--- config.mk ---
export PLATFORM = sky130hd
export DESIGN_NAME = max_stack_flat
export DESIGN_NICKNAME = d
export VERILOG_FILES = /design/src/sv/ms_pkg.sv /design/src/sv/ms_req_if.sv /design/src/sv/ms_rsp_if.sv /design/src/sv/max_stack.sv /design/src/sv/ms_cell.sv /design/src/sv/ms_ctrl.sv /design/src/flat_wrapper.sv
export SDC_FILE = /design/constraint.sdc
export NUM_CORES = 2
export LEC_CHECK = 0
export ABC_AREA = 1
export ABC_CLOCK_PERIOD_IN_PS = 7830
export BUFFER_PORTS_ARGS = -buffer_cell sky130_fd_sc_hd__buf_4
export CAP_MARGIN = 20
export CORE_MARGIN = 10
export CORE_UTILIZATION = 55
export CTS_CLUSTER_DIAMETER = 150
export DETAILED_ROUTE_END_ITERATION = 12
export GPL_TIMING_DRIVEN = 0
export PLACE_DENSITY = 0.71
export SLEW_MARGIN = 10
export SYNTH_ARGS = -nofsm -noshare
export SYNTH_HDL_FRONTEND = slang
export SYNTH_SLANG_ARGS = --single-unit
--- constraint.sdc ---
create_clock -name clk -period 7.83 [get_ports clk]
set_input_delay 0.3915 -clock clk [delete_from_list [all_inputs] [get_ports clk]]
set_output_delay 0.3915 -clock clk [all_outputs]
set_load 0.1 [all_outputs]
--- src/sv/ms_pkg.sv ---
// ms_pkg: shared types and constants for the max_stack block
// no dependencies; used by the interfaces, the cells, the controller and the checker
package ms_pkg;

  localparam int WORD_W   = 32;
  localparam int MODE_W   = 2;
  localparam int TOTAL_W  = 7;
  localparam int STATUS_W = 2;

  typedef enum logic [MODE_W-1:0] {
    MODE_PUSH   = 2'd0,
    MODE_POP    = 2'd1,
    MODE_POPMAX = 2'd2,
    MODE_NOP    = 2'd3
  } mode_t;

  typedef enum logic [STATUS_W-1:0] {
    STAT_OK    = 2'd0,
    STAT_EMPTY = 2'd1,
    STAT_FULL  = 2'd2
  } status_t;

  typedef enum logic [1:0] {
    S_IDLE,
    S_SCAN,
    S_DONE
  } state_t;

  typedef enum logic [1:0] {
    SH_HOLD,
    SH_UP,
    SH_DOWN
  } shift_t;

endpackage

--- src/sv/ms_req_if.sv ---
// ms_req_if: request channel of max_stack (operation and push value)
// depends on ms_pkg for field widths
interface ms_req_if;
  logic                              valid;
  logic                              ready;
  logic [ms_pkg::MODE_W-1:0]         mode;
  logic signed [ms_pkg::WORD_W-1:0]  push_value;

  modport source (output valid, output mode, output push_value, input ready);
  modport sink   (input valid, input mode, input push_value, output ready);
endinterface

--- src/sv/ms_rsp_if.sv ---
// ms_rsp_if: response channel of max_stack (removed value and stack summary)
// depends on ms_pkg for field widths
interface ms_rsp_if;
  logic                              valid;
  logic                              ready;
  logic signed [ms_pkg::WORD_W-1:0]  removed_value;
  logic signed [ms_pkg::WORD_W-1:0]  top_value;
  logic signed [ms_pkg::WORD_W-1:0]  max_value;
  logic [ms_pkg::TOTAL_W-1:0]        entry_total;
  logic                              is_empty;
  logic [ms_pkg::STATUS_W-1:0]       status;

  modport source (output valid, output removed_value, output top_value, output max_value,
                  output entry_total, output is_empty, output status, input ready);
  modport sink   (input valid, input removed_value, input top_value, input max_value,
                  input entry_total, input is_empty, input status, output ready);
endinterface

--- src/sv/max_stack.sv ---
// max_stack: top level, a ring of ms_cell entries run by ms_ctrl
// depends on ms_pkg, ms_req_if, ms_rsp_if, ms_cell and ms_ctrl
//
// usage
//   req carries one operation per transaction: mode push, pop, pop maximum or
//   no-op, and push_value for a push. rsp returns one transaction per request with
//   the removed value and the top, maximum, count, empty flag and status of
//   the stack after the operation.
//   entries live in a row of STACK_DEPTH cells, the top in cell 0. push and
//   pop shift the row by one place in the cycle the request is accepted; pop
//   maximum closes the gap below the top-most maximum in that same cycle.
//   after every operation the row rotates once all the way round, while the
//   controller watches cell 0 to find the maximum and its place for the next
//   pop maximum.
//   rsp.valid rises when the rotation pass through the ring is done; a new
//   request cannot be taken before that pass ends.
//   one request is in flight at a time; req.ready is low until rsp is taken,
//   and a stalled rsp holds its payload.
//   reset (rst, synchronous) empties the stack; cell contents are not cleared.
module max_stack #(
  parameter int STACK_DEPTH = 64
) (
  input  logic      clk,
  input  logic      rst,
  ms_req_if.sink    req,
  ms_rsp_if.source  rsp
);

  localparam int IW = $clog2(STACK_DEPTH);

  ms_pkg::shift_t                    shift;
  logic [IW-1:0]                     cut;
  logic signed [ms_pkg::WORD_W-1:0]  cell_q [STACK_DEPTH];

  ms_ctrl #(
    .STACK_DEPTH (STACK_DEPTH)
  ) u_ctrl (
    .clk   (clk),
    .rst   (rst),
    .req   (req),
    .rsp   (rsp),
    .top   (cell_q[0]),
    .shift (shift),
    .cut   (cut)
  );

  for (genvar i = 0; i < STACK_DEPTH; i++) begin : g_cell
    logic signed [ms_pkg::WORD_W-1:0] d_up;
    logic signed [ms_pkg::WORD_W-1:0] d_down;
    logic                             sel;

    if (i == 0) begin : g_first
      assign d_up = req.push_value;
    end else begin : g_mid
      assign d_up = cell_q[i-1];
    end

    if (i == STACK_DEPTH - 1) begin : g_last
      assign d_down = cell_q[0];
    end else begin : g_inner
      assign d_down = cell_q[i+1];
    end

    assign sel = (IW'(i) >= cut);

    ms_cell u_cell (
      .clk    (clk),
      .shift  (shift),
      .sel    (sel),
      .d_up   (d_up),
      .d_down (d_down),
      .q      (cell_q[i])
    );
  end

endmodule

--- src/sv/ms_cell.sv ---
// ms_cell: one stack entry of the cell row, loads from its upper or lower neighbor
// depends on ms_pkg (shift_t, WORD_W)
module ms_cell (
  input  logic                              clk,
  input  ms_pkg::shift_t                    shift,
  input  logic                              sel,
  input  logic signed [ms_pkg::WORD_W-1:0]  d_up,
  input  logic signed [ms_pkg::WORD_W-1:0]  d_down,
  output logic signed [ms_pkg::WORD_W-1:0]  q
);

  always_ff @(posedge clk) begin
    case (shift)
      ms_pkg::SH_UP: begin
        q <= d_up;
      end
      ms_pkg::SH_DOWN: begin
        if (sel) begin
          q <= d_down;
        end
      end
      default: begin
        q <= q;
      end
    endcase
  end

endmodule

--- src/sv/ms_ctrl.sv ---
// ms_ctrl: operation sequencer, entry count and max scan for max_stack
// depends on ms_pkg, ms_req_if and ms_rsp_if; drives the shift of the ms_cell row
module ms_ctrl #(
  parameter int STACK_DEPTH = 64
) (
  input  logic                              clk,
  input  logic                              rst,
  ms_req_if.sink                            req,
  ms_rsp_if.source                          rsp,
  input  logic signed [ms_pkg::WORD_W-1:0]  top,
  output ms_pkg::shift_t                    shift,
  output logic [$clog2(STACK_DEPTH)-1:0]    cut
);

  localparam int IW = $clog2(STACK_DEPTH);
  localparam int CW = $clog2(STACK_DEPTH + 1);

  ms_pkg::state_t                    state, state_next;
  logic [CW-1:0]                     count, count_next;
  logic [IW-1:0]                     scan, scan_next;
  logic signed [ms_pkg::WORD_W-1:0]  best, best_next;
  logic [IW-1:0]                     best_idx, best_idx_next;
  logic                              found, found_next;
  logic signed [ms_pkg::WORD_W-1:0]  removed, removed_next;
  ms_pkg::status_t                   status, status_next;

  always_ff @(posedge clk) begin
    if (rst) begin
      state <= ms_pkg::S_IDLE;
      count <= '0;
      found <= 1'b0;
    end else begin
      state <= state_next;
      count <= count_next;
      found <= found_next;
    end
  end

  always_ff @(posedge clk) begin
    scan     <= scan_next;
    best     <= best_next;
    best_idx <= best_idx_next;
    removed  <= removed_next;
    status   <= status_next;
  end

  always_comb begin
    state_next    = state;
    count_next    = count;
    scan_next     = scan;
    best_next     = best;
    best_idx_next = best_idx;
    found_next    = found;
    removed_next  = removed;
    status_next   = status;
    shift         = ms_pkg::SH_HOLD;
    cut           = '0;
    req.ready     = (state == ms_pkg::S_IDLE);
    rsp.valid     = (state == ms_pkg::S_DONE);
    unique case (state)
      ms_pkg::S_IDLE: begin
        if (req.valid) begin
          removed_next = '0;
          status_next  = ms_pkg::STAT_OK;
          scan_next    = '0;
          found_next   = 1'b0;
          state_next   = ms_pkg::S_SCAN;
          unique case (ms_pkg::mode_t'(req.mode))
            ms_pkg::MODE_PUSH: begin
              if (count == CW'(STACK_DEPTH)) begin
                status_next = ms_pkg::STAT_FULL;
              end else begin
                shift      = ms_pkg::SH_UP;
                count_next = count + CW'(1);
              end
            end
            ms_pkg::MODE_POP: begin
              if (count == '0) begin
                status_next = ms_pkg::STAT_EMPTY;
              end else begin
                removed_next = top;
                shift        = ms_pkg::SH_DOWN;
                count_next   = count - CW'(1);
              end
            end
            ms_pkg::MODE_POPMAX: begin
              if (count == '0) begin
                status_next = ms_pkg::STAT_EMPTY;
              end else begin
                removed_next = best;
                shift        = ms_pkg::SH_DOWN;
                cut          = best_idx;
                count_next   = count - CW'(1);
              end
            end
            ms_pkg::MODE_NOP: begin
              status_next = ms_pkg::STAT_OK;
            end
          endcase
        end
      end
      ms_pkg::S_SCAN: begin
        // full rotation of the ring, cell 0 shows entry number scan
        shift = ms_pkg::SH_DOWN;
        if ((CW'(scan) < count) && (!found || (top > best))) begin
          best_next     = top;
          best_idx_next = scan;
          found_next    = 1'b1;
        end
        scan_next = scan + IW'(1);
        if (scan == IW'(STACK_DEPTH - 1)) begin
          state_next = ms_pkg::S_DONE;
        end
      end
      ms_pkg::S_DONE: begin
        if (rsp.ready) begin
          state_next = ms_pkg::S_IDLE;
        end
      end
      default: begin
        state_next = ms_pkg::S_IDLE;
      end
    endcase
  end

  assign rsp.removed_value = removed;
  assign rsp.top_value     = (count != '0) ? top : '0;
  assign rsp.max_value     = found ? best : '0;
  assign rsp.entry_total   = ms_pkg::TOTAL_W'(count);
  assign rsp.is_empty      = (count == '0);
  assign rsp.status        = status;

endmodule

--- src/flat_wrapper.sv ---
// flat-port wrapper written by rule: the top's interface ports become plain ports
module max_stack_flat 
#(
  parameter int STACK_DEPTH = 64
)
  (clk, rst, req_valid, req_mode, req_push_value, req_ready, rsp_valid, rsp_removed_value, rsp_top_value, rsp_max_value, rsp_entry_total, rsp_is_empty, rsp_status, rsp_ready);
  ms_req_if req_i ();
  ms_rsp_if rsp_i ();
  input  logic clk;
  input  logic rst;
  input wire logic [$bits(req_i.valid)-1:0] req_valid;
  input wire logic [$bits(req_i.mode)-1:0] req_mode;
  input wire logic [$bits(req_i.push_value)-1:0] req_push_value;
  output wire logic [$bits(req_i.ready)-1:0] req_ready;
  output wire logic [$bits(rsp_i.valid)-1:0] rsp_valid;
  output wire logic [$bits(rsp_i.removed_value)-1:0] rsp_removed_value;
  output wire logic [$bits(rsp_i.top_value)-1:0] rsp_top_value;
  output wire logic [$bits(rsp_i.max_value)-1:0] rsp_max_value;
  output wire logic [$bits(rsp_i.entry_total)-1:0] rsp_entry_total;
  output wire logic [$bits(rsp_i.is_empty)-1:0] rsp_is_empty;
  output wire logic [$bits(rsp_i.status)-1:0] rsp_status;
  input wire logic [$bits(rsp_i.ready)-1:0] rsp_ready;
  assign req_i.valid = req_valid;
  assign req_i.mode = req_mode;
  assign req_i.push_value = req_push_value;
  assign req_ready = req_i.ready;
  assign rsp_valid = rsp_i.valid;
  assign rsp_removed_value = rsp_i.removed_value;
  assign rsp_top_value = rsp_i.top_value;
  assign rsp_max_value = rsp_i.max_value;
  assign rsp_entry_total = rsp_i.entry_total;
  assign rsp_is_empty = rsp_i.is_empty;
  assign rsp_status = rsp_i.status;
  assign rsp_i.ready = rsp_ready;
  max_stack #(.STACK_DEPTH(STACK_DEPTH)) u_core (.clk(clk), .rst(rst), .req(req_i), .rsp(rsp_i));
endmodule
# Word-level counts from Yosys, hierarchy flattened

Cells that the tools add are included.

Flip-flop bits (word level): 2136
Bits of input ports: 38
Output and inout port bits: 108
Word-level logic and storage cells: 458

Add/sub/neg operators: 3
$lt $le $gt $ge: 66
Eq/ne operators: 79
Mux-type cells: 157
Reductions and logical operators: 81

Operator list:

| cell                | count |
|---|---|
| $pmux 32 s2         | 65 |
| $mux 32             | 68 |
| $ge 6x6->1 const A  | 32 |
| $reduce_and 2->1    | 67 |
| $ne 2x1->1 const B  | 65 |
| $ge 5x6->1 const A  | 16 |
| $ge 4x6->1 const A  | 8 |
| $gt 32x32->1        | 1 |
| $mux 6              | 5 |
| $ge 3x6->1 const A  | 4 |
| $mux 7              | 2 |
| $pmux 7 s2          | 1 |
| $ge 1x6->1 const A  | 2 |
| $ge 2x6->1 const A  | 2 |
| $mux 2              | 6 |
| $pmux 2 s3          | 2 |
| $pmux 6 s2          | 1 |
| $ne 2x2->1 const B  | 5 |
| $eq 2x2->1 const B  | 4 |
| $pmux 2 s2          | 2 |
| $add 7x1->7 const B | 1 |
| $eq 7x7->1 const B  | 1 |
| $logic_not 7->1     | 1 |
| $lt 6x7->1          | 1 |
| other kinds (15)    | 24 |

# Longest topological paths before layout

Word-level depth: 8
Mapped depth: 20
Gate-level depth less buffers: 18

# Cells and area by module

A second synthesis with hierarchy kept.

Cells, all modules: 9971
Area, all modules: 107929.8 µm²

By module, submodules not included:

| module    | instances | cells each | area each (µm²) | sequential area each (µm²) |
|---|---|---|---|---|
| ms_cell   | 64        | 144        | 1595.3          | 960.9 |
| ms_ctrl   | 1         | 625        | 5253.8          | 2542.4 |
| max_stack | 1         | 130        | 578.1           | 0.0 |

# Least setup slack after synthesis

No wires, ideal clock.

Path type: register -> register
Start: register u_core.u_ctrl.count[1] (netlist: u_core.u_ctrl.rsp.entry_total[1])
End: register u_core.g_cell[24].u_cell.q[0] (netlist bit) (enable)
Setup time: 0.441 ns
Data arrival time: 6.234 ns
Data required time: 7.389 ns
Path slack: 1.155 ns
Stages on the path, launching flop included: 17
Path buffers: 2
Period minus slack after synthesis: 6.675 ns
Cells stage by stage: dfxtp_1 -> inv_1 -> nand4_2 -> nor2_8 -> buf_6 -> inv_1 -> a31oi_1 -> inv_1 -> ha_1 -> buf_2 -> nor2_1 -> nor2_2 -> inv_2 -> nor2_8 -> nor2_1 -> inv_1 -> a31oi_1

Cells in the longest elaborated chain, start to end: 8
Elaborated cells between the ends (all ways): 17
Those cells by class: 1 x order compare; 4 x eq/ne; 9 x mux; 3 x reduce/logical

RTL lines:

| what                                                                    | line                                        | source |
|---|---|---|
| from (decl)                                                             | ms_ctrl.sv:19                               | `logic [CW-1:0] count, count_next;` |
| from (signal assigned)                                                  | ms_ctrl.sv:34                               | `count <= count_next;` |
| $logic_not 7->1 / $eq 7x7->1 (equally long branches)                    | ms_ctrl.sv:78, ms_ctrl.sv:87, ms_ctrl.sv:70 |  |
| $mux 6 (tied with other cells)                                          | ms_ctrl.sv:87                               | `if (count == '0) begin` |
| $mux 6 / $pmux 2 s2 (equally long branches)                             | ms_ctrl.sv:68                               | `unique case (ms_pkg::mode_t'(req.mode))` |
| $mux 6 / $mux 2 (equally long branches)                                 | ms_ctrl.sv:62                               | `if (req.valid) begin` |
| $mux 6 / $pmux 2 s2 (equally long branches)                             | ms_ctrl.sv:60                               | `unique case (state)` |
| $ge 5x6->1 (tied with other cells)                                      | max_stack.sv:64                             | `assign sel = (IW'(i) >= cut);` |
| $ne 2x1->1 (no source line) / $reduce_bool 2->1 (equally long branches) | --                                          |  |
| $reduce_and 2->1 (no source line) (*)                                   | --                                          |  |
| to (signal assigned)                                                    | ms_cell.sv:15                               | `q <= d_up;` |
| to (signal assigned)                                                    | ms_cell.sv:19                               | `q <= d_down;` |
| to (signal assigned)                                                    | ms_cell.sv:23                               | `q <= q;` |
| to (decl)                                                               | ms_cell.sv:9                                | `output logic signed [ms_pkg::WORD_W-1:0] q` |

Every way passes the cells marked *; elsewhere a longest branch is shown, timed or not.
A chain may end at the register's enable or synchronous reset.

# Final worst setup path

Start: register u_core.u_ctrl.count[1] (netlist: u_core.u_ctrl.rsp.entry_total[1])
End: register u_core.g_cell[6].u_cell.q[26] (netlist bit) (enable)

Cells in the longest elaborated chain, start to end: 8
Elaborated cells between the ends (all ways): 17
Those cells by class: 1 x order compare; 4 x eq/ne; 9 x mux; 3 x reduce/logical

RTL lines:

| what                                                                    | line |
|---|---|
| $logic_not 7->1 / $eq 7x7->1 (equally long branches)                    | ms_ctrl.sv:78, ms_ctrl.sv:87, ms_ctrl.sv:70 |
| $mux 6 (tied with other cells)                                          | ms_ctrl.sv:87 |
| $mux 6 / $pmux 2 s2 (equally long branches)                             | ms_ctrl.sv:68 |
| $mux 6 / $mux 2 (equally long branches)                                 | ms_ctrl.sv:62 |
| $mux 6 / $pmux 2 s2 (equally long branches)                             | ms_ctrl.sv:60 |
| $ge 3x6->1 (tied with other cells)                                      | max_stack.sv:64 |
| $ne 2x1->1 (no source line) / $reduce_bool 2->1 (equally long branches) | -- |
| $reduce_and 2->1 (no source line) (*)                                   | -- |
| to (signal assigned)                                                    | ms_cell.sv:15 |
| to (signal assigned)                                                    | ms_cell.sv:19 |
| to (signal assigned)                                                    | ms_cell.sv:23 |
| to (decl)                                                               | ms_cell.sv:9 |

Marked as above.

==> results.toml <==
[timing]
fmax_mhz = 183
hold_ws_ns = 0.111
tightest_slew_ns = 1.06
min_period_over_period = 0.699
rsz0062_at_grt = "false"
final_max_slew_viol_count = 0
final_hold_viol_count = 0
period_minus_slack_ns = 5.47
skew_ns = 0.0264
setup_viol_count_final = 0
setup_tns_ns = 0
slew_headroom = 0.292

[grt]
grt.busiest_layer = "met2"
gr-usage-all-layers = 0.254
grt_remaining_overflow = 0
grt_max_degree = 34
met1_usage = 0.365
grt_pass1_vias = 63899
grt_pass1_wl_mm = 365
grt_use_met3 = 0.0370
antenna_found_initial = 6
met2_usage = 0.408

[job]
drv_cap = 0

[clocking]
cts_setup_buffers = 0
cts_sinks = 2136
cts_buffers = 208
clock_latency_ns = 0.85
ctsHtreeMaxLevel = 4
cts_tree = "built"
clkTransAtPathRegs_ns = 0.06
cts_max_path_buffers = 3
cts_root_buf = "clkbuf_16"
cts_hold_buf = 35
cts_resized = 0

[setup_path]
cp-start-kind = "flip-flop"
reg2reg_setup_slack_ns = 2.36
crit_top_cell = "inv_1"
r2r_cells = 17
worstPathArrival_ns = 6.05
end_kind = "flip-flop"
cp_max_fo = 33
path_cells = "inv_1, nand4_2, nor2_8, buf_6, inv_1, a31oi_1, inv_1, ha_1, inv_1, buf_2, buf_2, buf_2, nor2_1, nand2_1, nand2_2, a31o_2, buf_12"
path_class = "reg2reg"
crit_required_ns = 8.41
cp_slowest_stage_delay_ns = 0.71
slowest_stage = "buf_2"

[pwr]
vdd_drop_max_v = 0.000253
report.power.total_mw = 35.1
power-per-cell-area_nw_per_um2 = 340
p_leak_nw = 40.4

[floorplanning]
fp.dieH_um = 427
start_util = 0.553
die_area_um2 = 182000
row_count = 149
core_area_um2 = 165000
io_pins = 146
die_w_um = 427

[placement]
dp_hpwl_mm = 176
gp_congestion = 0.944
port-buffer-count = 145
dp.cells = 10802

[final_layout]
final_cells = 11222
drive_above_1_share = 0.0695
layout_common_cells = "2278 x nand2_1, 2126 x edfxtp_1, 2036 x o21ai_0"
utilization = 0.628
nNetsFinal = 8946
nFillCells = 12866
synthToLayoutAreaGrowth_pct = 13.5
mostFrequentLayoutCell = "nand2_1"

[detailed_routing]
routed_via_density = 5.69
routed_wirelength_mm = 235
num_vias = 63885
drtIter0Drc = 8038
drt_pre_antenna_iters = 6
wire_per_inst_um = 20.9
ant_nets = 0
drc = 0

[min_path]
hold_path.class = "in2reg"
hold_depth = 4

[logic_synthesis]
postSynthAreaPerCell_um2 = 10.8
synth_area_um2 = 91100
synth_edf_count = 2126
synth_ff_type = "edfxtp_1"
synthCells = 8409
ys_seq_elements = 2136
ys_warn_count = 0
syn_nets = 8497
ys_types = 43
yosysSeqAreaShare = 0.703
async_flop_share = 0

[status]
status = "finished, final reports clean"
[worst paths after layout]
| path | startpoint | to |
|---|---|---|
| setup / recovery | u_core.u_ctrl.rsp.entry_total[1] | u_core.g_cell[6].u_cell.q[26] |
| hold reg to reg | u_core.g_cell[0].u_cell.q[0] | u_core.u_ctrl.best[0] |
| setup reg to reg | u_core.u_ctrl.rsp.entry_total[1] | u_core.g_cell[6].u_cell.q[26] |
| hold / removal | req_mode[1] | u_core.u_ctrl.rsp.status[0] |
[worst max-delay path: cells and delay by family (launching register included)]
family / cells / cell delay (ns)
buffers and inverters: 9 / 2.53
DFF: 1 / 0.35
adders and majority gates: 1 / 0.20
AOI/OAI and AO/OA: 2 / 0.67
and+or+nand+nor: 5 / 1.37
[through the flow]
stage	worst slack [ns]	area [um2]
after floorplan	1.16	91100
after global placement	-0.771	95000
after detailed placement	2.42	96600
after CTS	2.41	103000
after global routing	2.18	103000
final	2.36	103000
[power breakdown]
| part | internal (mW) | leakage, nW | total (mW) | switching [mW] |
|---|---|---|---|---|
| registers | 16.5 | 20.4 | 17.7 | 1.15 |
| clock network | 5.36 | 3.15 | 9.74 | 4.38 |
| logic | 1.96 | 16.8 | 7.71 | 5.75 |
[Yosys cell counts (all sizes together) (6+ instances only)]
cell type     n  share of area
clkbuf      412          0.017
buf          65         0.0034
o21ai      2054           0.11
dfxtp        10         0.0022
nand2      2291          0.095
a21oi        75         0.0043
nor2        104         0.0057
inv        1164          0.048
nand4         6        0.00048
ha           49         0.0067
nand3        15        0.00088
edfxtp     2126           0.70
[metal layers]
layer | wire length, um | vias up
li1 | - | 29270
met1 | 102000 | 31642
met2 | 111000 | 2589
met3 | 16300 | 384
met4 | 5540 | 0
met5 | 0 | -
[sequential cells by signal, indices dropped and copies added (netlist names)]
signal	count
u_core.u_ctrl.found	1
u_core.u_ctrl.rsp.status	2
u_core.u_ctrl.state	2
u_core.u_ctrl.rsp.removed_value	32
u_core.u_ctrl.best_idx	6
u_core.u_ctrl.best	32
u_core.u_ctrl.rsp.entry_total	7
u_core.u_ctrl.scan	6
u_core.g_cell.u_cell.q	2048
[cell type report]
cell class / instances / area, um2 / area share
Antenna cell: 5 / 12.5 / 0.000121
Inverter: 1167 / 4380 / 0.0423
Multi-Input combinational cell: 4629 / 21300 / 0.206
Timing Repair Buffer: 239 / 2640 / 0.0255
Tap cell: 2189 / 2740 / 0.0265
Buffer: 477 / 1860 / 0.0180
Clock inverter: 113 / 990 / 0.00957
Clock buffer: 267 / 5500 / 0.0531
Sequential cell: 2136 / 64000 / 0.619
[cells by family after synthesis]
| family | synth area share |
|---|---|
| adder cells (fa/ha/maj) | 0.00695 |
| AND/OR/NAND/NOR | 0.102 |
| AO/OA/AOI/OAI | 0.119 |
| flip-flops | 0.703 |
| XOR/XNOR | 0.000480 |
| buffers and inverters | 0.0685 |
Power figures use the tool's default switching activity.
